==> src/rtl/lhce_pkg.sv <==
// lhce_pkg: shared constants and types for the light attribute colour engine
// used by every rtl module of the engine but lhce_smul, and by its checker
// no dependencies
`default_nettype none

package lhce_pkg;

    // channel count and index width
    localparam int NUM_CHANNELS = 2;
    localparam int CH_W         = (NUM_CHANNELS > 1) ? $clog2(NUM_CHANNELS) : 1;

    // attribute decode codes
    localparam logic [15:0] CL_ON_OFF  = 16'h0006;
    localparam logic [15:0] CL_LEVEL   = 16'h0008;
    localparam logic [15:0] CL_COLOUR  = 16'h0300;
    localparam logic [15:0] ATTR_MAIN  = 16'h0000;
    localparam logic [15:0] ATTR_SAT   = 16'h0001;
    localparam logic [7:0]  TYPE_BOOL  = 8'h10;
    localparam logic [7:0]  TYPE_U8    = 8'h20;

    // reset values of register and channel state
    localparam logic [7:0]  BASE_EP_RST = 8'd10;
    localparam logic [7:0]  LEVEL_RST   = 8'd128;
    localparam logic [7:0]  HUE_RST     = 8'd0;
    localparam logic [7:0]  SAT_RST     = 8'd254;

    // hue scaling: hue*360/254, then split in 60 degree sectors
    localparam logic [8:0]  HUE_DIV     = 9'd254;
    localparam logic [8:0]  SEG_DIV     = 9'd60;
    localparam logic [3:0]  HUE_Q_LAST  = 4'd8;   // nine quotient bits
    localparam logic [3:0]  SEG_Q_LAST  = 4'd2;   // three quotient bits

    // serial multiplier: one multiplier bit per cycle
    localparam logic [2:0]  MUL_LAST    = 3'd7;

    // hue sectors
    localparam logic [2:0]  SEC_RED_YEL = 3'd0;
    localparam logic [2:0]  SEC_YEL_GRN = 3'd1;
    localparam logic [2:0]  SEC_GRN_CYN = 3'd2;
    localparam logic [2:0]  SEC_CYN_BLU = 3'd3;
    localparam logic [2:0]  SEC_BLU_MAG = 3'd4;

    // configuration port
    localparam int          APB_AW      = 3;
    localparam int          APB_DW      = 32;
    localparam logic        REG_BASE_EP = 1'b0;  // word index of base_endpoint

    // stream widths
    localparam int IN_DATA_W  = 56;
    localparam int IN_USER_W  = 2;
    localparam int OUT_DATA_W = 24;
    localparam int OUT_USER_W = 3;

    typedef struct packed {
        logic        status_ok;
        logic [7:0]  endpoint;
        logic [15:0] cluster_id;
        logic [15:0] attribute_id;
        logic [7:0]  data_type;
        logic        value_present;
        logic [7:0]  value;
    } t_item;

    // decoded event and channel state after the update
    typedef struct packed {
        logic        changed;
        logic        fault;
        logic        channel;
        logic        light_on;
        logic [7:0]  hue;
        logic [7:0]  sat;
        logic [7:0]  level;
    } t_view;

endpackage

`default_nettype wire

==> src/rtl/lhce_chan.sv <==
// lhce_chan: attribute decode and per-channel light state
// depends on lhce_pkg
`default_nettype none

module lhce_chan import lhce_pkg::*; (
    input  logic        i_clk,
    input  logic        i_rst_n,
    input  logic        i_commit,
    input  logic [7:0]  i_base_ep,
    input  t_item       i_item,
    output t_view       o_view
);

    logic              r_on    [NUM_CHANNELS];
    logic [7:0]        r_level [NUM_CHANNELS];
    logic [7:0]        r_hue   [NUM_CHANNELS];
    logic [7:0]        r_sat   [NUM_CHANNELS];
    t_view             r_view;
    t_view             n_view;

    logic [7:0]        idx;
    logic              known;
    logic [CH_W-1:0]   sel;
    logic              wr_on;
    logic              wr_lvl;
    logic              wr_hue;
    logic              wr_sat;
    logic              put;

    always_comb begin
        idx   = i_item.endpoint - i_base_ep;
        known = i_item.status_ok && (idx < 8'(NUM_CHANNELS));
        sel   = known ? idx[CH_W-1:0] : '0;
        put   = i_item.value_present;

        wr_on  = known && (i_item.cluster_id == CL_ON_OFF)
                 && (i_item.attribute_id == ATTR_MAIN) && (i_item.data_type == TYPE_BOOL);
        wr_lvl = known && (i_item.cluster_id == CL_LEVEL)
                 && (i_item.attribute_id == ATTR_MAIN) && (i_item.data_type == TYPE_U8);
        wr_hue = known && (i_item.cluster_id == CL_COLOUR)
                 && (i_item.attribute_id == ATTR_MAIN) && (i_item.data_type == TYPE_U8);
        wr_sat = known && (i_item.cluster_id == CL_COLOUR)
                 && (i_item.attribute_id == ATTR_SAT) && (i_item.data_type == TYPE_U8);

        n_view.changed  = wr_on || wr_lvl || wr_hue || wr_sat;
        n_view.fault    = !i_item.status_ok;
        n_view.channel  = known ? idx[0] : 1'b0;
        n_view.light_on = (wr_on && put) ? (i_item.value != 8'd0) : r_on[sel];
        n_view.level    = (wr_lvl && put) ? i_item.value : r_level[sel];
        n_view.hue      = (wr_hue && put) ? i_item.value : r_hue[sel];
        n_view.sat      = (wr_sat && put) ? i_item.value : r_sat[sel];
    end

    always_ff @(posedge i_clk) begin
        if (!i_rst_n) begin
            for (int i = 0; i < NUM_CHANNELS; i++) begin
                r_on[i]    <= 1'b0;
                r_level[i] <= LEVEL_RST;
                r_hue[i]   <= HUE_RST;
                r_sat[i]   <= SAT_RST;
            end
        end else if (i_commit && put) begin
            if (wr_on) begin
                r_on[sel] <= n_view.light_on;
            end
            if (wr_lvl) begin
                r_level[sel] <= n_view.level;
            end
            if (wr_hue) begin
                r_hue[sel] <= n_view.hue;
            end
            if (wr_sat) begin
                r_sat[sel] <= n_view.sat;
            end
        end
    end

    always_ff @(posedge i_clk) begin
        if (i_commit) begin
            r_view <= n_view;
        end
    end

    assign o_view = r_view;

endmodule

`default_nettype wire

==> src/rtl/lhce_huediv.sv <==
// lhce_huediv: bit-serial hue scaling and sector split
// restoring division, one quotient bit per cycle; depends on lhce_pkg
`default_nettype none

module lhce_huediv import lhce_pkg::*; (
    input  logic        i_clk,
    input  logic        i_rst_n,
    input  logic        i_start,
    input  logic [7:0]  i_hue,
    output logic        o_busy,
    output logic [2:0]  o_region,
    output logic [7:0]  o_rem
);

    typedef enum logic [2:0] {
        DV_IDLE  = 3'b001,
        DV_SCALE = 3'b010,
        DV_SEG   = 3'b100
    } t_div_state;

    t_div_state  r_state;
    logic [3:0]  r_cnt;
    logic [7:0]  r_rem;
    logic [8:0]  r_num;

    logic [16:0] hue_x;
    logic [16:0] scaled;
    logic [8:0]  divisor;
    logic [8:0]  trial;
    logic [8:0]  diff;
    logic        q_bit;
    logic [7:0]  n_rem;
    logic [8:0]  n_num;
    logic [9:0]  rem_x17;

    always_comb begin
        // hue * 360 as a sum of shifts
        hue_x   = 17'(i_hue);
        scaled  = (hue_x << 8) + (hue_x << 6) + (hue_x << 5) + (hue_x << 3);
        divisor = (r_state == DV_SEG) ? SEG_DIV : HUE_DIV;
        trial   = {r_rem, r_num[8]};
        diff    = trial - divisor;
        q_bit   = (trial >= divisor);
        n_rem   = q_bit ? diff[7:0] : trial[7:0];
        n_num   = {r_num[7:0], q_bit};
        // (sector remainder * 17) >> 2
        rem_x17 = {r_rem[5:0], 4'b0000} + {4'b0000, r_rem[5:0]};
    end

    always_ff @(posedge i_clk) begin
        if (!i_rst_n) begin
            r_state <= DV_IDLE;
            r_cnt   <= '0;
        end else begin
            case (r_state)
                DV_IDLE: begin
                    if (i_start) begin
                        r_rem   <= scaled[16:9];
                        r_num   <= scaled[8:0];
                        r_cnt   <= '0;
                        r_state <= DV_SCALE;
                    end
                end
                DV_SCALE: begin
                    if (r_cnt == HUE_Q_LAST) begin
                        // quotient done: reload as scaled hue / 60
                        r_rem   <= {2'b00, n_num[8:3]};
                        r_num   <= {n_num[2:0], 6'b000000};
                        r_cnt   <= '0;
                        r_state <= DV_SEG;
                    end else begin
                        r_rem <= n_rem;
                        r_num <= n_num;
                        r_cnt <= r_cnt + 4'd1;
                    end
                end
                DV_SEG: begin
                    r_rem <= n_rem;
                    r_num <= n_num;
                    if (r_cnt == SEG_Q_LAST) begin
                        r_state <= DV_IDLE;
                    end else begin
                        r_cnt <= r_cnt + 4'd1;
                    end
                end
                default: begin
                    r_state <= DV_IDLE;
                end
            endcase
        end
    end

    assign o_busy   = (r_state != DV_IDLE);
    assign o_region = r_num[2:0];
    assign o_rem    = rem_x17[9:2];

endmodule

`default_nettype wire

==> src/rtl/lhce_smul.sv <==
// lhce_smul: bit-serial 8x8 shift-add multiplier lane
// one multiplier bit per step, high byte of the product out; no dependencies
`default_nettype none

module lhce_smul (
    input  logic        i_clk,
    input  logic        i_load,
    input  logic        i_step,
    input  logic [7:0]  i_a,
    input  logic [7:0]  i_b,
    output logic [7:0]  o_hi
);

    logic [7:0] r_a;
    logic [7:0] r_hi;
    logic [7:0] r_lo;
    logic [8:0] psum;

    assign psum = {1'b0, r_hi} + (r_lo[0] ? {1'b0, r_a} : 9'd0);

    always_ff @(posedge i_clk) begin
        if (i_load) begin
            r_a  <= i_a;
            r_hi <= '0;
            r_lo <= i_b;
        end else if (i_step) begin
            r_hi <= psum[8:1];
            r_lo <= {psum[0], r_lo[7:1]};
        end
    end

    assign o_hi = r_hi;

endmodule

`default_nettype wire

==> src/rtl/light_attribute_hsv_color_engine_top.sv <==
// light_attribute_hsv_color_engine_top: attribute write decode and hsv to rgb colour
// one word at a time: a word passes decode, the serial hue divider (12 steps) and two
// 8-step multiplier passes before its result is loaded and the next word is taken
// the result register lets the next word in while a result still waits downstream
// reset: synchronous active low; channels off, level 128, hue 0, saturation 254,
// base endpoint 10, no result pending
`default_nettype none

module light_attribute_hsv_color_engine_top import lhce_pkg::*; (
    input  logic                   i_clk,
    input  logic                   i_rst_n,

    // attribute write words
    input  logic                   i_s_axis_tvalid,
    output logic                   o_s_axis_tready,
    // endpoint[7:0], cluster_id[23:8], attribute_id[39:24], data_type[47:40], value[55:48]
    input  logic [IN_DATA_W-1:0]   i_s_axis_tdata,
    // status_ok[0], value_present[1]
    input  logic [IN_USER_W-1:0]   i_s_axis_tuser,

    // colour result words
    output logic                   o_m_axis_tvalid,
    input  logic                   i_m_axis_tready,
    // red[7:0], green[15:8], blue[23:16]
    output logic [OUT_DATA_W-1:0]  o_m_axis_tdata,
    // channel[0], changed[1], fault[2]
    output logic [OUT_USER_W-1:0]  o_m_axis_tuser,

    // register port
    input  logic                   i_psel,
    input  logic                   i_penable,
    input  logic                   i_pwrite,
    input  logic [APB_AW-1:0]      i_paddr,
    input  logic [APB_DW-1:0]      i_pwdata,
    output logic [APB_DW-1:0]      o_prdata,
    output logic                   o_pready
);

    // sequencer: one word at a time through decode, hue split and two multiply passes
    typedef enum logic [7:0] {
        ST_IDLE   = 8'b0000_0001,
        ST_DECODE = 8'b0000_0010,
        ST_START  = 8'b0000_0100,
        ST_HUE    = 8'b0000_1000,
        ST_MUL1   = 8'b0001_0000,
        ST_LOAD2  = 8'b0010_0000,
        ST_MUL2   = 8'b0100_0000,
        ST_OUT    = 8'b1000_0000
    } t_state;

    t_state                  r_state;
    t_state                  n_state;
    logic [2:0]              r_cnt;
    logic [2:0]              n_cnt;
    logic [7:0]              r_base_ep;
    t_item                   r_item;
    logic                    r_out_valid;
    logic [OUT_DATA_W-1:0]   r_out_data;
    logic [OUT_USER_W-1:0]   r_out_user;

    t_item                   in_item;
    logic                    in_acc;
    logic                    cfg_wr;
    logic                    out_ld;
    t_view                   view;

    logic                    div_busy;
    logic [2:0]              region;
    logic [7:0]              hue_rem;

    logic                    load_1;
    logic                    load_2;
    logic                    step_1;
    logic                    step_2;
    logic [7:0]              lane_a;
    logic [7:0]              b0;
    logic [7:0]              b1;
    logic [7:0]              hi0;
    logic [7:0]              hi1;
    logic [7:0]              hi2;
    logic [7:0]              red;
    logic [7:0]              green;
    logic [7:0]              blue;

    // ---------------- register port ----------------
    assign o_pready = 1'b1;
    assign cfg_wr   = i_psel && i_penable && i_pwrite && o_pready;
    // word index sits above the byte offset
    assign o_prdata = (i_paddr[2] == REG_BASE_EP) ? {24'd0, r_base_ep} : '0;

    always_ff @(posedge i_clk) begin
        if (!i_rst_n) begin
            r_base_ep <= BASE_EP_RST;
        end else if (cfg_wr && (i_paddr[2] == REG_BASE_EP)) begin
            r_base_ep <= i_pwdata[7:0];
        end
    end

    // ---------------- input side ----------------
    assign o_s_axis_tready = (r_state == ST_IDLE);
    assign in_acc          = i_s_axis_tvalid && o_s_axis_tready;

    always_comb begin
        in_item.status_ok     = i_s_axis_tuser[0];
        in_item.value_present = i_s_axis_tuser[1];
        in_item.endpoint      = i_s_axis_tdata[7:0];
        in_item.cluster_id    = i_s_axis_tdata[23:8];
        in_item.attribute_id  = i_s_axis_tdata[39:24];
        in_item.data_type     = i_s_axis_tdata[47:40];
        in_item.value         = i_s_axis_tdata[55:48];
    end

    always_ff @(posedge i_clk) begin
        if (in_acc) begin
            r_item <= in_item;
        end
    end

    // decode and channel state, updated once per word in the decode cycle
    lhce_chan u_chan (
        .i_clk     (i_clk),
        .i_rst_n   (i_rst_n),
        .i_commit  (r_state == ST_DECODE),
        .i_base_ep (r_base_ep),
        .i_item    (r_item),
        .o_view    (view)
    );

    // hue -> sector and scaled remainder, one quotient bit per cycle
    lhce_huediv u_huediv (
        .i_clk    (i_clk),
        .i_rst_n  (i_rst_n),
        .i_start  (r_state == ST_START),
        .i_hue    (view.hue),
        .o_busy   (div_busy),
        .o_region (region),
        .o_rem    (hue_rem)
    );

    // ---------------- multiplier lanes ----------------
    // pass 1: lane0 s*rem, lane1 s*(255-rem), lane2 v*(255-s) = p
    // pass 2: lane0 v*(255-a0) = q, lane1 v*(255-a1) = t, lane2 keeps p
    assign load_1 = (r_state == ST_HUE) && !div_busy;
    assign load_2 = (r_state == ST_LOAD2);
    assign step_1 = (r_state == ST_MUL1);
    assign step_2 = (r_state == ST_MUL2);
    assign lane_a = load_2 ? view.level : view.sat;
    assign b0     = load_2 ? ~hi0 : hue_rem;
    assign b1     = load_2 ? ~hi1 : ~hue_rem;

    lhce_smul u_lane0 (
        .i_clk  (i_clk),
        .i_load (load_1 || load_2),
        .i_step (step_1 || step_2),
        .i_a    (lane_a),
        .i_b    (b0),
        .o_hi   (hi0)
    );

    lhce_smul u_lane1 (
        .i_clk  (i_clk),
        .i_load (load_1 || load_2),
        .i_step (step_1 || step_2),
        .i_a    (lane_a),
        .i_b    (b1),
        .o_hi   (hi1)
    );

    lhce_smul u_lane2 (
        .i_clk  (i_clk),
        .i_load (load_1),
        .i_step (step_1),
        .i_a    (view.level),
        .i_b    (~view.sat),
        .o_hi   (hi2)
    );

    // ---------------- sequencer ----------------
    always_comb begin
        n_state = r_state;
        n_cnt   = r_cnt;
        case (r_state)
            ST_IDLE: begin
                if (in_acc) begin
                    n_state = ST_DECODE;
                end
            end
            ST_DECODE: begin
                n_state = ST_START;
            end
            ST_START: begin
                n_state = ST_HUE;
            end
            ST_HUE: begin
                if (!div_busy) begin
                    n_state = ST_MUL1;
                    n_cnt   = '0;
                end
            end
            ST_MUL1: begin
                n_cnt = r_cnt + 3'd1;
                if (r_cnt == MUL_LAST) begin
                    n_state = ST_LOAD2;
                end
            end
            ST_LOAD2: begin
                n_state = ST_MUL2;
                n_cnt   = '0;
            end
            ST_MUL2: begin
                n_cnt = r_cnt + 3'd1;
                if (r_cnt == MUL_LAST) begin
                    n_state = ST_OUT;
                end
            end
            ST_OUT: begin
                if (out_ld) begin
                    n_state = ST_IDLE;
                end
            end
            default: begin
                n_state = ST_IDLE;
            end
        endcase
    end

    always_ff @(posedge i_clk) begin
        if (!i_rst_n) begin
            r_state <= ST_IDLE;
            r_cnt   <= '0;
        end else begin
            r_state <= n_state;
            r_cnt   <= n_cnt;
        end
    end

    // ---------------- colour select ----------------
    // p = hi2, q = hi0, t = hi1; black unless updated and switched on
    always_comb begin
        red   = '0;
        green = '0;
        blue  = '0;
        if (view.changed && view.light_on) begin
            case (region)
                SEC_RED_YEL: begin
                    red = view.level; green = hi1;        blue = hi2;
                end
                SEC_YEL_GRN: begin
                    red = hi0;        green = view.level; blue = hi2;
                end
                SEC_GRN_CYN: begin
                    red = hi2;        green = view.level; blue = hi1;
                end
                SEC_CYN_BLU: begin
                    red = hi2;        green = hi0;        blue = view.level;
                end
                SEC_BLU_MAG: begin
                    red = hi1;        green = hi2;        blue = view.level;
                end
                default: begin
                    // last sector, also the scaled hue of 360 and 361
                    red = view.level; green = hi2;        blue = hi0;
                end
            endcase
        end
    end

    // ---------------- output register ----------------
    assign out_ld = (r_state == ST_OUT) && (!r_out_valid || i_m_axis_tready);

    always_ff @(posedge i_clk) begin
        if (!i_rst_n) begin
            r_out_valid <= 1'b0;
        end else if (out_ld) begin
            r_out_valid <= 1'b1;
        end else if (i_m_axis_tready) begin
            r_out_valid <= 1'b0;
        end
    end

    always_ff @(posedge i_clk) begin
        if (out_ld) begin
            r_out_data <= {blue, green, red};
            r_out_user <= {view.fault, view.changed, view.channel};
        end
    end

    assign o_m_axis_tvalid = r_out_valid;
    assign o_m_axis_tdata  = r_out_data;
    assign o_m_axis_tuser  = r_out_user;

endmodule

`default_nettype wire

==> config.mk <==
export PLATFORM = sky130hd
export DESIGN_NAME = light_attribute_hsv_color_engine_top
export DESIGN_NICKNAME = d
export VERILOG_FILES = /design/src/rtl/lhce_pkg.sv /design/src/rtl/lhce_chan.sv /design/src/rtl/lhce_huediv.sv /design/src/rtl/lhce_smul.sv /design/src/rtl/light_attribute_hsv_color_engine_top.sv
export SDC_FILE = /design/constraint.sdc
export NUM_CORES = 1
export LEC_CHECK = 0
export BUFFER_PORTS_ARGS = -buffer_cell sky130_fd_sc_hd__buf_2
export CAP_MARGIN = 20
export CORE_UTILIZATION = 47
export CTS_CLUSTER_DIAMETER = 30
export DETAILED_ROUTE_END_ITERATION = 8
export GPL_ROUTABILITY_DRIVEN = 1
export HOLD_SLACK_MARGIN = 0.15
export MAX_ROUTING_LAYER = met4
export PLACE_DENSITY = 0.7
export SLEW_MARGIN = 25
export SYNTH_ARGS = -nofsm -noshare
export SYNTH_HDL_FRONTEND = slang
export SYNTH_HIERARCHICAL = 1
export SYNTH_SLANG_ARGS = --single-unit
==> constraint.sdc <==
create_clock -name i_clk -period 7 [get_ports i_clk]
set_input_delay 0.7 -clock i_clk [delete_from_list [all_inputs] [get_ports i_clk]]
set_output_delay 0.7 -clock i_clk [all_outputs]
set_load 0.1 [all_outputs]
# [Word-level counts from Yosys, hierarchy flattened]
# Memory sizes are Yosys's and may differ from the RTL's.
# Cells that the tools add are included.
[totals] ff_bits=221 ramBits=50 mem_count=4
[mem_list] memory="u_chan.r_hue" depth=2 width=8 read_ports=1 rd_ports_with_merged_regs=0 write_ports=2 line_no="lhce_chan.sv:16" text="logic [7:0] r_hue [NUM_CHANNELS];"
[mem_list] memory="u_chan.r_level" depth=2 width=8 read_ports=1 rd_ports_with_merged_regs=0 write_ports=2 line_no="lhce_chan.sv:15" text="logic [7:0] r_level [NUM_CHANNELS];"
[mem_list] memory="u_chan.r_sat" depth=2 width=8 read_ports=1 rd_ports_with_merged_regs=0 write_ports=2 line_no="lhce_chan.sv:17" text="logic [7:0] r_sat [NUM_CHANNELS];"
[mem_list] memory="u_chan.r_on" depth=2 width=1 read_ports=1 rd_ports_with_merged_regs=0 write_ports=2 line_no="lhce_chan.sv:14" text="logic r_on [NUM_CHANNELS];"
[op_classes] n_addsub=11 order_cmp=2 n_eq_ne=34 muxes=76 bitwise=5 reduce_logical=55
[op_table] operator="8-bit 2-to-1 mux" count=28
[op_table] operator="8-bit one-hot mux with 3 select lines" count=4
[op_table] operator="8-bit one-hot mux with 8 select lines" count=1
[op_table] operator="8-bit inverter" count=4
[op_table] operator="1-bit 2-to-1 mux" count=30
[op_table] operator="8-bit by 9-bit adder with 9-bit output" count=3
[op_table] operator="9-bit one-hot mux with 3 select lines" count=1
[op_table] operator="1-bit logical AND" count=24
[op_table] operator="8-bit OR reduction" count=3
[op_table] operator="9-bit 2-to-1 mux" count=2
[op_table] operator="3-bit one-hot mux with 3 select lines" count=2
[op_table] operator="16-bit by 14-bit adder with 17-bit output" count=1
[op_table] operator="17-bit by 11-bit adder with 17-bit output" count=1
[op_table] operator="17-bit by 13-bit adder with 17-bit output" count=1
[op_table] operator="16-bit by 1-bit == test with 1-bit output, second input constant" count=1
[op_table] operator="16-bit by 10-bit == test with 1-bit output, second input constant" count=1
[op_table] operator="16-bit by 3-bit == test with 1-bit output, second input constant" count=1
[op_table] operator="16-bit by 4-bit == test with 1-bit output, second input constant" count=1
[op_table] operator="8-bit by 5-bit == test with 1-bit output, second input constant" count=2
[op_table] operator="8-bit by 6-bit == test with 1-bit output, second input constant" count=2
[op_table] operator="16-bit logical NOT" count=1
[op_table] operator="8-bit subtractor" count=2
[op_table] operator="3-bit 2-to-1 mux" count=4
[op_table] operator="4-bit 2-to-1 mux" count=3
[op_table] operator="other kinds (32)" count=60

# [Longest topological paths before layout]
# Gate-level depths: netlist of the first run.
[logic_depth] depth_word=12 ltp_mapped=12

# [Modules after synthesis]
# The synthesis of the first run kept the hierarchy.
[by_module_without_submodules] module="light_attribute_hsv_color_engine_top" n_inst=1 cells_each=454 area_per_inst_um2=4968.5 seq_area_each_um2=2952.8
[by_module_without_submodules] module="lhce_chan" n_inst=1 cells_each=353 area_per_inst_um2=4241.6 seq_area_each_um2=2322.2
[by_module_without_submodules] module="lhce_smul" n_inst=3 cells_each=100 area_per_inst_um2=1233.7 seq_area_each_um2=640.6
[by_module_without_submodules] module="lhce_huediv" n_inst=1 cells_each=237 area_per_inst_um2=2297.2 seq_area_each_um2=650.6

# [Worst setup path after synthesis of the first run]
# Ideal clock, no wire load.
[synth_timing] kind="flip-flop to flip-flop" start="register, netlist name r_state[4]" end="memory u_chan.r_hue[1][0] (enable)" setup_ps=387 arrival_ps=4907 required_ps=6613 path_slack_ps=1707 path_stages_with_launch=11 path_buffers=3 synth_period_minus_slack_ps=5293 cell_sequence="dfxtp_1 > buf_2 > nor3_1 > nand2_1 > nor3b_1 > nand3_1 > nor2_1 > nand2_1 > clkbuf_1 > clkbuf_1 > o31ai_1"
[synth_rtl] element="end, declared" line_no="lhce_chan.sv:16"

==> results of run 1 <==
## cells by family (layout without fill, tap and decap cells)
kind of cell,after synthesis,in the layout,share of synthesized area
buffers and inverters,169,305,0.05348
other,2,25,0.0004938
adders and majority gates,77,77,0.07125
AOI/OAI and AO/OA,292,292,0.1352
muxes,73,73,0.05060
and+or+nand+nor,423,423,0.1563
xor gates and xnor gates,29,29,0.01670
DFF,279,279,0.5160
## cell usage in the layout, fill, tap and decap left out, drive strengths merged, types with 21 or more instances in the layout
master and instances:
edfxtp 226, buf 121, nand2 95, inv 82, nor2 76, clkbuf 65
ha 61, a21oi 56, o21ai 55, dfxtp 53, nor4 44, mux2i 42
mux2 31, nor2b 29, and2 29, conb 25, a21boi 25, clkinv 25
or4 21, xnor2 21
## worst max path at each step
stage	startpoint	end	cells past startpoint
6_report	r_item[49]	u_chan/r_level[1][2]	10
5_1_grt	r_state[4]	u_chan/r_hue[1][1]	8
4_1_cts	r_state[4]	u_chan/r_level[1][3]	8
3_5_place_dp	r_state[4]	u_chan/r_level[1][0]	8
3_3_place_gp	r_item[49]	u_chan/r_level[1][0]	10
2_1_floorplan	r_state[4]	u_chan/r_hue[1][0]	10
## per-layer routing
metal  part of all wire  global-route usage  up-vias
li1                   -                   -     5261
met1               0.44              0.2538     5075
met2               0.48              0.3357      356
met4              0.022             0.06286        0
met3              0.057             0.03670       62
met5                  0                   -        -
## metrics by stage
| step | instance area (sq um) | worst slack (ps) | std cells |
|---|---|---|---|
| after floorplan | 15290 | 1707 | 1367 |
| after global placement | 15890 | 3047 | 1791 |
| after detailed placement | 15890 | 2958 | 1791 |
| after CTS | 17950 | 2959 | 1905 |
| after global routing | 17990 | 2865 | 1905 |
| final | 17990 | 3196 | 1905 |
## final cells by class
type,count,area [sq um]
sequential,279,7848
clock inverter,49,516.7
timing repair buffer,121,633.1
fill,2588,13730
inverter,70,262.8
tap,402,503.0
multi-input combinational,919,6685
clock buffer,65,1541
## state kept, by name, summed over array words and instances, names as in the netlist, 9 cells and up
register	cells
r_item	58
u_chan/o_view	28
o_m_axis_tdata	24
u_chan/r_hue	16
u_chan/r_level	16
u_chan/r_sat	16
u_huediv/r_num	9
## report_power, final
group | total [mW] | switching (mW) | leakage (nW) | internal [mW]
combinational | 0.324 | 0.218 | 3.45 | 0.106
clock | 2.78 | 0.948 | 0.997 | 1.83
sequential | 1.90 | 0.0431 | 2.55 | 1.85
total | 5.00 | 1.21 | 7.00 | 3.79
==> impl_metrics.sql, run 1 <==
INSERT INTO impl_metrics (metric_group, metric, value, unit) VALUES
('status', 'run_status', 'complete, no violations', ''),
('logic_synthesis', 'synthMostInstantiatedCell', 'sky130_fd_sc_hd__edfxtp_1', ''),
('clock_network', 'root_cell_of_the_clock_tree', 'sky130_fd_sc_hd__clkbuf_16', ''),
('clock_network', 'cts_tree', 'done', ''),
('floorplan', 'io_pins', '162', ''),
('pwr', 'worst_ir_drop_vdd', '0.2105', 'mV'),
('placement', 'detailedPlacementHpwl', '22.31', 'mm'),
('critical_path', 'req_time_crit_path', '7190', 'ps'),
('grt', 'number_of_global_route_vias_before_repair', '10560', ''),
('floorplan', 'placeableCoreArea', '0.03172', 'sq mm'),
('critical_path', 'critPathLaunchType', 'register', ''),
('logic_synthesis', 'synth_commonest_cells', '226 x sky130_fd_sc_hd__edfxtp_1, 94 x sky130_fd_sc_hd__nand2_1, 74 x sky130_fd_sc_hd__nor2_1, 69 x sky130_fd_sc_hd__inv_1, 61 x sky130_fd_sc_hd__ha_1', ''),
('clock_network', 'worst_setup_hold_path_clk_slew', '50', 'ps'),
('logic_synthesis', 'ys_warn_count', '6', ''),
('grt', 'grt_pass1_wl', '52.77', 'mm'),
('critical_path', 'r2r_slack', '3200', 'ps'),
('sta', 'worst_pin_slew', '1022', 'ps'),
('logic_synthesis', 'asyncSetResetFlopFracSynth', '0', ''),
('routing', 'routed_wire_length', '32.08', 'mm'),
('critical_path', 'worstPathBufferInverterCount', '2', ''),
('sta', 'setup-violations-final', '0', ''),
('clock_network', 'clock_insertion_delay_worst_skew', '570', 'ps'),
('sta', 'timing.final.crit_period', '3804', 'ps'),
('logic_synthesis', 'synthDominantCellAreaShare', '0.4462', ''),
('logic_synthesis', 'synth.lib_cells_used.distinct', '90', ''),
('sta', 'hold-worst-slack', '304.3', 'ps'),
('logic_synthesis', 'synth.avg_cell_area', '11.32', 'sq um'),
('grt', 'grt_antenna_before_repair', '0', ''),
('routing', 'ant_nets', '0', ''),
('critical_path', 'rr_endpoint', 'u_chan/r_level[1][2]', ''),
('sta', 'final_min_period_over_clock_period', '0.5434', ''),
('clock_network', 'number_of_clock_sinks', '279', ''),
('clock_network', 'cts_made_buffers', '60', ''),
('logic_synthesis', 'synth_edf_count', '226', ''),
('logic_synthesis', 'synthTopCellsByArea', 'sky130_fd_sc_hd__edfxtp_1 45%, sky130_fd_sc_hd__dfxtp_1 7.0%, sky130_fd_sc_hd__ha_1 5.0%', ''),
('routing', 'detail_route.wl_per_cell', '16.84', 'um'),
('sta', 'tns', '0', 'ps'),
('grt', 'grt_util_all_layers', '0.2032', ''),
('clock_network', 'clockBufferDepth', '3', ''),
('sta', 'hold_viol', '0', ''),
('sta', 'final-max-slew-violation-count', '0', ''),
('grt', 'grt_start_max_net_pins', '60', ''),
('logic_synthesis', 'netlist_area', '0.01521', 'sq mm'),
('hold_path', 'hold_path.startpoint', 'i_s_axis_tdata[24]', ''),
('critical_path', 'timing.critical_path.mode_cell', 'sky130_fd_sc_hd__inv_1', ''),
('final_layout', 'share_of_post_route_cells_with_drive_strength_above_1', '0.1790', ''),
('critical_path', 'worst_path_dominant_cell_family', 'simple AND/OR/NAND/NOR gates', ''),
('job', 'cap_violations', '0', ''),
('sta', 'rsz0062_at_grt', 'no', ''),
('pwr', 'leakage', '6.997', 'nW'),
('placement', 'port-buffer-count', '110', ''),
('routing', 'via_count', '10750', ''),
('critical_path', 'critical_path_sink_type', 'register', ''),
('routing', 'drt-pass1-iter-count', '7', ''),
('floorplan', 'rows', '65', ''),
('hold_path', 'worst_hold_path_type', 'in -> reg', ''),
('critical_path', 'path_class', 'reg -> reg', ''),
('final_layout', 'nNetsFinal', '1628', ''),
('logic_synthesis', 'synthFlopType', 'sky130_fd_sc_hd__edfxtp_1', ''),
('sta', 'max_freq', '262.9', 'MHz'),
('floorplan', 'die_width', '181.9', 'um'),
('logic_synthesis', 'synthDominantAreaCellType', 'sky130_fd_sc_hd__edfxtp_1', ''),
('routing', 'drc_errors', '0', ''),
('sta', 'final.setup_skew', '17.74', 'ps'),
('critical_path', 'critical_path_peak_fanout', '56', ''),
('critical_path', 'critical_path.slowest_cell', 'sky130_fd_sc_hd__o31ai_2', ''),
('floorplan', 'die_area', '0.03308', 'sq mm'),
('final_layout', 'antenna_cells', '0', ''),
('clock_network', 'cts_setup_buffers', '0', ''),
('hold_path', 'holdPathEnd', 'r_item[17]', ''),
('final_layout', 'flow.area_growth_from_synthesis', '18.29', '%');
Power figures use the tool's default switching activity.
==> run 2, diff against run 1 <==
--- a/config.mk
+++ b/config.mk
@@ -13,7 +13,7 @@
 export GPL_ROUTABILITY_DRIVEN = 1
 export HOLD_SLACK_MARGIN = 0.15
 export MAX_ROUTING_LAYER = met4
-export PLACE_DENSITY = 0.7
+export PLACE_DENSITY = 0.73
 export SLEW_MARGIN = 25
 export SYNTH_ARGS = -nofsm -noshare
 export SYNTH_HDL_FRONTEND = slang
==> constraint.sdc (replaced) <==
create_clock -name i_clk -period 3.1 [get_ports i_clk]
set_input_delay 0.31 -clock i_clk [delete_from_list [all_inputs] [get_ports i_clk]]
set_output_delay 0.31 -clock i_clk [all_outputs]
set_load 0.1 [all_outputs]
==> impl_metrics.sql, run 2 (same netlist as run 1, synthesis figures left out) <==
INSERT INTO impl_metrics (metric_group, metric, value, unit) VALUES
('status', 'run_status', 'complete, but fails checks', ''),
('status', 'failed_checks', 'setup timing', ''),
('floorplan', 'initial_cell_density_of_the_core', '0.4795', ''),
('placement', 'placement.setup.worst_slack', '-132.2', 'ps'),
('placement', 'gp_congestion', '0.8711', ''),
('clock_network', 'cts-htree-levels', '2', ''),
('floorplan', 'io_pins', '162', ''),
('routing', 'drc_errors', '0', ''),
('final_layout', 'mostFrequentLayoutCell', 'sky130_fd_sc_hd__edfxtp_1', ''),
('final_layout', 'most_frequent_cells_in_the_layout', '226 x sky130_fd_sc_hd__edfxtp_1, 110 x sky130_fd_sc_hd__buf_2, 89 x sky130_fd_sc_hd__nand2_1', ''),
('critical_path', 'path_class', 'reg -> reg', ''),
('pwr', 'switching_share', '0.2508', ''),
('critical_path', 'critPathLaunchType', 'register', ''),
('job', 'cap_violations', '0', ''),
('final_layout', 'flow.area_growth_from_synthesis', '30.53', '%'),
('clock_network', 'clockBufferDepth', '3', ''),
('pwr', 'leakage', '7.698', 'nW'),
('floorplan', 'die_h', '181.9', 'um'),
('final_layout', 'largest_register', 'r_item', ''),
('floorplan', 'die_width', '181.9', 'um'),
('critical_path', 'worst-endpoint-arrival', '3580', 'ps'),
('floorplan', 'placeableCoreArea', '0.03172', 'sq mm'),
('clock_network', 'clock_insertion_delay_worst_skew', '580', 'ps'),
('final_layout', 'final_core_utilization', '0.6259', ''),
('pwr', 'internal-power', '8.646', 'mW'),
('critical_path', 'cell_chain_critical_path', 'inv_1 > ha_1 > inv_1 > fa_2 > a211o_1 > nand2_2 > mux2i_2 > nand3_2 > or3_4 > buf_6 > nor4_1', ''),
('pwr', 'power_frac_comb', '0.082', ''),
('placement', 'port-buffer-count', '110', ''),
('critical_path', 'rr_endpoint', 'u_chan/r_level[1][0]', ''),
('sta', 'final.setup_skew', '27.56', 'ps'),
('critical_path', 'critical_path_sink_type', 'register', ''),
('critical_path', 'worstPathBufferInverterCount', '3', ''),
('hold_path', 'holdPathEnd', 'r_base_ep[3]', ''),
('pwr', 'sequentialPowerShare', '0.371', ''),
('sta', 'finalWorstSetupSlack', '-173.3', 'ps'),
('sta', 'hold-worst-slack', '336.1', 'ps'),
('routing', 'ant_nets', '0', ''),
('final_layout', 'antenna_cells', '0', ''),
('clock_network', 'cts_made_buffers', '57', ''),
('critical_path', 'timing.rr.start', 'r_item[49]', ''),
('clock_network', 'number_of_clock_sinks', '279', ''),
('floorplan', 'die_area', '0.03308', 'sq mm'),
('sta', 'final_min_period_over_clock_period', '1.056', ''),
('final_layout', 'nNetsFinal', '1770', ''),
('sta', 'timing.max_slew.rel_slack', '0.3681', ''),
('routing', 'drt_iter0_drc', '932', ''),
('grt', 'number_of_global_route_vias_before_repair', '11640', ''),
('routing', 'routed_wire_length', '39.28', 'mm'),
('pwr', 'power.net_switching', '2.894', 'mW'),
('placement', 'detailedPlacementHpwl', '23.99', 'mm'),
('pwr', 'power-per-cell-area', '581.3', 'mW/mm^2'),
('grt', 'grt_util_all_layers', '0.2361', ''),
('floorplan', 'rows', '65', ''),
('clock_network', 'cts_tree', 'done', ''),
('routing', 'routed_via_density', '5.788', ''),
('clock_network', 'worst_setup_hold_path_clk_slew', '60', 'ps'),
('clock_network', 'root_cell_of_the_clock_tree', 'sky130_fd_sc_hd__clkbuf_16', ''),
('final_layout', 'layout.filler_cells', '2366', ''),
('final_layout', 'largest_register_ffs', '58', ''),
('sta', 'tns', '-2878', 'ps'),
('hold_path', 'hold_path.startpoint', 'i_pwrite', ''),
('sta', 'final-max-slew-violation-count', '0', ''),
('hold_path', 'holdPathStages', '4', ''),
('grt', 'grt_overflow', '0', ''),
('critical_path', 'max_stage_delay', '520', 'ps'),
('sta', 'worst_pin_slew', '945.6', 'ps'),
('grt', 'grt_start_max_net_pins', '50', ''),
('critical_path', 'r2r_slack', '-170', 'ps'),
('pwr', 'power.total', '11.54', 'mW'),
('sta', 'timing.final.crit_period', '3273', 'ps'),
('critical_path', 'timing.critical_path.mode_cell', 'sky130_fd_sc_hd__inv_1', ''),
('grt', 'grt_pass1_wl', '60.14', 'mm'),
('critical_path', 'critical_path_peak_fanout', '6', ''),
('routing', 'via_count', '11820', ''),
('critical_path', 'worst_path_dominant_cell_family', 'simple AND/OR/NAND/NOR gates', ''),
('sta', 'setup-violations-final', '42', ''),
('hold_path', 'worst_hold_path_type', 'in -> reg', ''),
('routing', 'drt-pass1-iter-count', '5', ''),
('grt', 'grt_antenna_before_repair', '0', ''),
('pwr', 'clkPwrFrac', '0.548', ''),
('critical_path', 'req_time_crit_path', '3410', 'ps'),
('critical_path', 'cell_depth_of_the_worst_flop_to_flop_path', '11', ''),
('sta', 'rsz0062_at_grt', 'yes', ''),
('critical_path', 'critical_path.slowest_cell', 'sky130_fd_sc_hd__nor4_1', ''),
('final_layout', 'share_of_post_route_cells_with_drive_strength_above_1', '0.2401', ''),
('pwr', 'worst_ir_drop_vdd', '0.6958', 'mV'),
('sta', 'hold_viol', '0', ''),
('sta', 'max_freq', '305.5', 'MHz'),
('routing', 'detail_route.wl_per_cell', '19.23', 'um');
-- run 2: cell count changes in the layout (fill, tap and decap cells not counted), moves of 7 or more --
cell / delta
sky130_fd_sc_hd__buf_4: +57
sky130_fd_sc_hd__dlygate4sd3_1: +69
sky130_fd_sc_hd__clkinv_2: -9
sky130_fd_sc_hd__inv_1: -7
sky130_fd_sc_hd__nor4_2: +12
sky130_fd_sc_hd__nor4_4: +13
sky130_fd_sc_hd__inv_8: +8
sky130_fd_sc_hd__nor4_1: -25
sky130_fd_sc_hd__inv_6: -7
sky130_fd_sc_hd__buf_6: +8
-- run 2: power groups by stage --
stage | logic [mW] | clock network, mW | registers [mW]
5_1_grt | 1.01 | 6.57 | 4.28
4_1_cts | 0.874 | 6.35 | 4.27
6_report | 0.945 | 6.32 | 4.28
3_3_place_gp | 0.755 | 0 | 4.33
2_1_floorplan | 0.602 | 0 | 4.29
3_5_place_dp | 0.771 | 0 | 4.34
-- run 2: final cells by class --
class | instances | area, sq um | share of cell area
multi-input cells | 922 | 7186 | 0.3620
clock buffers | 62 | 1476 | 0.07437
inverters | 70 | 266.5 | 0.01342
clock inverters | 45 | 545.5 | 0.02748
well taps | 402 | 503.0 | 0.02534
flip-flops and latches | 279 | 7848 | 0.3953
repair buffers | 263 | 2027 | 0.1021
-- run 2: routing by layer --
metal | global-route usage | part of all wire | vias up | routed length, um
li1 | - | - | 5542 | -
met1 | 0.2837 | 0.41 | 5716 | 16040
met2 | 0.3986 | 0.50 | 470 | 19660
met3 | 0.03430 | 0.058 | 96 | 2261
met4 | 0.09714 | 0.034 | 0 | 1322
met5 | - | 0 | - | 0
-- run 2: stage by stage --
| stage | instances | area, sq um |
|---|---|---|
| final | 2043 | 19850 |
| after global routing | 2043 | 19850 |
| after CTS | 2032 | 19390 |
| after detailed placement | 1847 | 16480 |
| after global placement | 1847 | 16480 |
| after floorplan | 1367 | 15500 |
-- run 2: worst max-delay path by stage --
| stage | from | to | slack (ps) | depth (start not counted) |
|---|---|---|---|---|
| floorplan | r_state[6] | u_chan/r_hue[1][0] | -80 | 10 |
| global route | r_item[49] | u_chan/r_level[1][0] | -260 | 11 |
| finish | r_item[49] | u_chan/r_level[1][0] | -170 | 11 |
| global placement | u_chan/o_view[17] | u_huediv/r_rem[6] | -50 | 11 |
| detailed placement | u_chan/o_view[18] | u_huediv/r_rem[6] | -130 | 11 |
| CTS | r_item[49] | u_chan/r_level[1][4] | -60 | 12 |
-- run 2: repair_timing --
item / CTS / global route
gates resized for setup: 17 / 55
hold endpoints to repair: 71 / 0
endpoints found under the setup margin: 34 / 116
gates cloned: 4 / 1
buffers inserted: 5 / 10
pin swaps: 22 / 24
hold buffers: 69 / 0
-- run 2: tightest hold or removal path, stage by stage --
cell and delay [ps]:
sky130_fd_sc_hd__buf_2 100, sky130_fd_sc_hd__nand4b_1 280, sky130_fd_sc_hd__nand2_1 90, sky130_fd_sc_hd__nand3_1 70
==> run 3, diff against run 2 <==
--- a/config.mk
+++ b/config.mk
@@ -13,7 +13,7 @@
 export GPL_ROUTABILITY_DRIVEN = 1
 export HOLD_SLACK_MARGIN = 0.15
 export MAX_ROUTING_LAYER = met4
-export PLACE_DENSITY = 0.73
+export PLACE_DENSITY = 0.7
 export SLEW_MARGIN = 25
 export SYNTH_ARGS = -nofsm -noshare
 export SYNTH_HDL_FRONTEND = slang
==> constraint.sdc (replaced) <==
create_clock -name i_clk -period 3.06 [get_ports i_clk]
set_input_delay 0.306 -clock i_clk [delete_from_list [all_inputs] [get_ports i_clk]]
set_output_delay 0.306 -clock i_clk [all_outputs]
set_load 0.1 [all_outputs]
==> impl_metrics.sql, run 3 (same netlist as run 1, synthesis figures left out) <==
INSERT INTO impl_metrics (metric_group, metric, value, unit) VALUES
('final_layout', 'largest_register', 'r_item', ''),
('floorplan', 'io_pins', '162', ''),
('job', 'cap_violations', '0', ''),
('pwr', 'leakage', '7.799', 'nW'),
('critical_path', 'cell_depth_of_the_worst_flop_to_flop_path', '12', ''),
('final_layout', 'instances_no_fill', '2061', ''),
('routing', 'drc_errors', '0', ''),
('sta', 'max_freq', '319.0', 'MHz'),
('final_layout', 'most_frequent_cells_in_the_layout', '226 x sky130_fd_sc_hd__edfxtp_1, 110 x sky130_fd_sc_hd__buf_2, 89 x sky130_fd_sc_hd__nand2_1', ''),
('critical_path', 'worstPathBufferInverterCount', '4', ''),
('critical_path', 'max_stage_delay', '460', 'ps'),
('pwr', 'worst_ir_drop_vdd', '0.4411', 'mV'),
('critical_path', 'timing.critical_path.depth', '12', ''),
('clock_network', 'cts-htree-levels', '2', ''),
('final_layout', 'flow.area_growth_from_synthesis', '33.27', '%'),
('grt', 'number_of_global_route_vias_before_repair', '11350', ''),
('grt', 'grt_start_max_net_pins', '59', ''),
('floorplan', 'die_area', '0.03308', 'sq mm'),
('critical_path', 'critical_path_peak_fanout', '8', ''),
('sta', 'setup-violations-final', '57', ''),
('grt', 'grt_antenna_before_repair', '0', ''),
('critical_path', 'timing.critical_path.mode_cell', 'sky130_fd_sc_hd__inv_2', ''),
('final_layout', 'share_of_post_route_cells_with_drive_strength_above_1', '0.2550', ''),
('routing', 'ant_nets', '0', ''),
('critical_path', 'r2r_slack', '-70', 'ps'),
('routing', 'via_count', '11720', ''),
('grt', 'grt_util_all_layers', '0.2284', ''),
('final_layout', 'largest_register_ffs', '58', ''),
('hold_path', 'holdPathStages', '3', ''),
('hold_path', 'worst_hold_path_type', 'in -> reg', ''),
('clock_network', 'clock_insertion_delay_worst_skew', '590', 'ps'),
('clock_network', 'clockBufferDepth', '3', ''),
('placement', 'detailedPlacementHpwl', '23.58', 'mm'),
('placement', 'placed_cell_count', '1842', ''),
('critical_path', 'timing.rr.start', 'r_item[49]', ''),
('final_layout', 'antenna_cells', '0', ''),
('sta', 'final-max-slew-violation-count', '0', ''),
('floorplan', 'placeableCoreArea', '0.03172', 'sq mm'),
('floorplan', 'die_h', '181.9', 'um'),
('sta', 'timing.final.crit_period', '3135', 'ps'),
('sta', 'rsz0062_at_grt', 'yes', ''),
('pwr', 'power-per-cell-area', '587.6', 'mW/mm^2'),
('placement', 'placement.setup.worst_slack', '-158.7', 'ps'),
('routing', 'drt_iter0_drc', '894', ''),
('hold_path', 'hold_path.startpoint', 'i_rst_n', ''),
('sta', 'final.setup_skew', '27.69', 'ps'),
('floorplan', 'die_width', '181.9', 'um'),
('placement', 'gp_congestion', '0.8929', ''),
('sta', 'hold_viol', '0', ''),
('floorplan', 'initial_cell_density_of_the_core', '0.4795', ''),
('critical_path', 'rr_endpoint', 'u_chan/r_level[0][3]', ''),
('routing', 'detail_route.wl_per_cell', '18.89', 'um'),
('sta', 'timing.max_slew.rel_slack', '0.3182', ''),
('routing', 'routed_via_density', '5.686', ''),
('critical_path', 'critical_path.slowest_cell', 'sky130_fd_sc_hd__or3_4', ''),
('floorplan', 'rows', '65', ''),
('final_layout', 'nNetsFinal', '1784', ''),
('hold_path', 'holdPathEnd', 'u_chan/r_on[1]', ''),
('status', 'failed_checks', 'setup timing', ''),
('placement', 'port-buffer-count', '110', ''),
('critical_path', 'worst_path_dominant_cell_family', 'simple AND/OR/NAND/NOR gates', ''),
('sta', 'finalWorstSetupSlack', '-74.70', 'ps'),
('clock_network', 'worst_setup_hold_path_clk_slew', '50', 'ps'),
('clock_network', 'cts_tree', 'done', ''),
('final_layout', 'final_core_utilization', '0.6390', ''),
('clock_network', 'number_of_clock_sinks', '279', ''),
('final_layout', 'mostFrequentLayoutCell', 'sky130_fd_sc_hd__edfxtp_1', ''),
('critical_path', 'path_class', 'reg -> reg', ''),
('sta', 'worst_pin_slew', '1021', 'ps'),
('critical_path', 'req_time_crit_path', '3340', 'ps'),
('routing', 'drt-pass1-iter-count', '5', ''),
('clock_network', 'cts_made_buffers', '61', ''),
('critical_path', 'critPathLaunchType', 'register', ''),
('sta', 'hold-worst-slack', '221.0', 'ps'),
('clock_network', 'root_cell_of_the_clock_tree', 'sky130_fd_sc_hd__clkbuf_16', ''),
('grt', 'grt_pass1_wl', '58.46', 'mm'),
('critical_path', 'cell_chain_critical_path', 'inv_2 > ha_4 > inv_2 > fa_2 > a211o_1 > nand2_2 > mux2i_2 > nand3_2 > or3_4 > buf_12 > o31ai_4 > buf_6', ''),
('grt', 'grt_overflow', '0', ''),
('critical_path', 'worst-endpoint-arrival', '3420', 'ps'),
('sta', 'tns', '-2350', 'ps'),
('final_layout', 'layout.filler_cells', '2321', ''),
('status', 'run_status', 'complete, but fails checks', ''),
('critical_path', 'critical_path_sink_type', 'register', ''),
('sta', 'final_min_period_over_clock_period', '1.024', ''),
('routing', 'routed_wire_length', '38.93', 'mm');
run 3: changes by cell type in the layout (fill, tap and decap cells not counted), sizes merged:
cell	previous run	this run
inv	82	81
clkbuf	62	68
clkinv	17	13
clkinvlp	9	17
buf	192	204
dlygate4sd3	69	68
bufbuf	2	0
run 3: what timing repair did:
action                                  in CTS  in global routing
gates resized for setup                     33                 78
hold endpoints to repair                    70                  0
cloned                                       4                  3
buffers inserted                            12                 16
endpoints found under the setup margin      71                122
hold buffers                                68                  0
pin swaps                                   19                 41
run 3: metal layers:
metal / global-route usage / wire, um
met1: 0.2743 / 16220
met2: 0.3843 / 19460
met3: 0.03831 / 1955
met4: 0.08908 / 1294
met5: - / 0
run 3: worst max-delay path by stage:
stage | from | endpoint | slack (ps)
after CTS | r_item[49] | u_chan/r_level[1][2] | -100
after global placement | u_chan/o_view[18] | u_huediv/r_rem[6] | -70
after detailed placement | r_item[49] | u_chan/r_level[1][5] | -160
after global routing | u_chan/o_view[16] | u_huediv/r_rem[4] | -210
final | r_item[49] | u_chan/r_level[0][3] | -70
after floorplan | r_state[6] | u_chan/r_hue[1][0] | -120
run 3: area by class of cell:
cell class,instances,area [sq um],share of cell area
flip-flops and latches,279,7848,0.3872
multi-input cells,922,7373,0.3638
repair buffers,273,2161,0.1066
clock buffers,67,1559,0.07692
clock inverters,48,558.0,0.02753
well taps,402,503.0,0.02482
inverters,70,266.5,0.01315
run 3: power by group:
| part | internal, mW | leakage, nW | switching (mW) |
|---|---|---|---|
| clock network | 4.33 | 0.977 | 2.28 |
| registers | 4.23 | 2.50 | 0.0922 |
| logic | 0.379 | 4.33 | 0.606 |
| total | 8.93 | 7.80 | 2.98 |
run 3: through the flow:
stage	instance area, sq um	power, mW
global placement	16450	5.153
global route	20270	12.27
finish	20270	11.91
detailed placement	16450	5.173
CTS	19600	11.87
floorplan	15510	4.957
run 3: worst min-delay path, stage by stage:
cell	delay, ps
sky130_fd_sc_hd__buf_2	250
sky130_fd_sc_hd__nand2_1	120
sky130_fd_sc_hd__mux2i_1	60
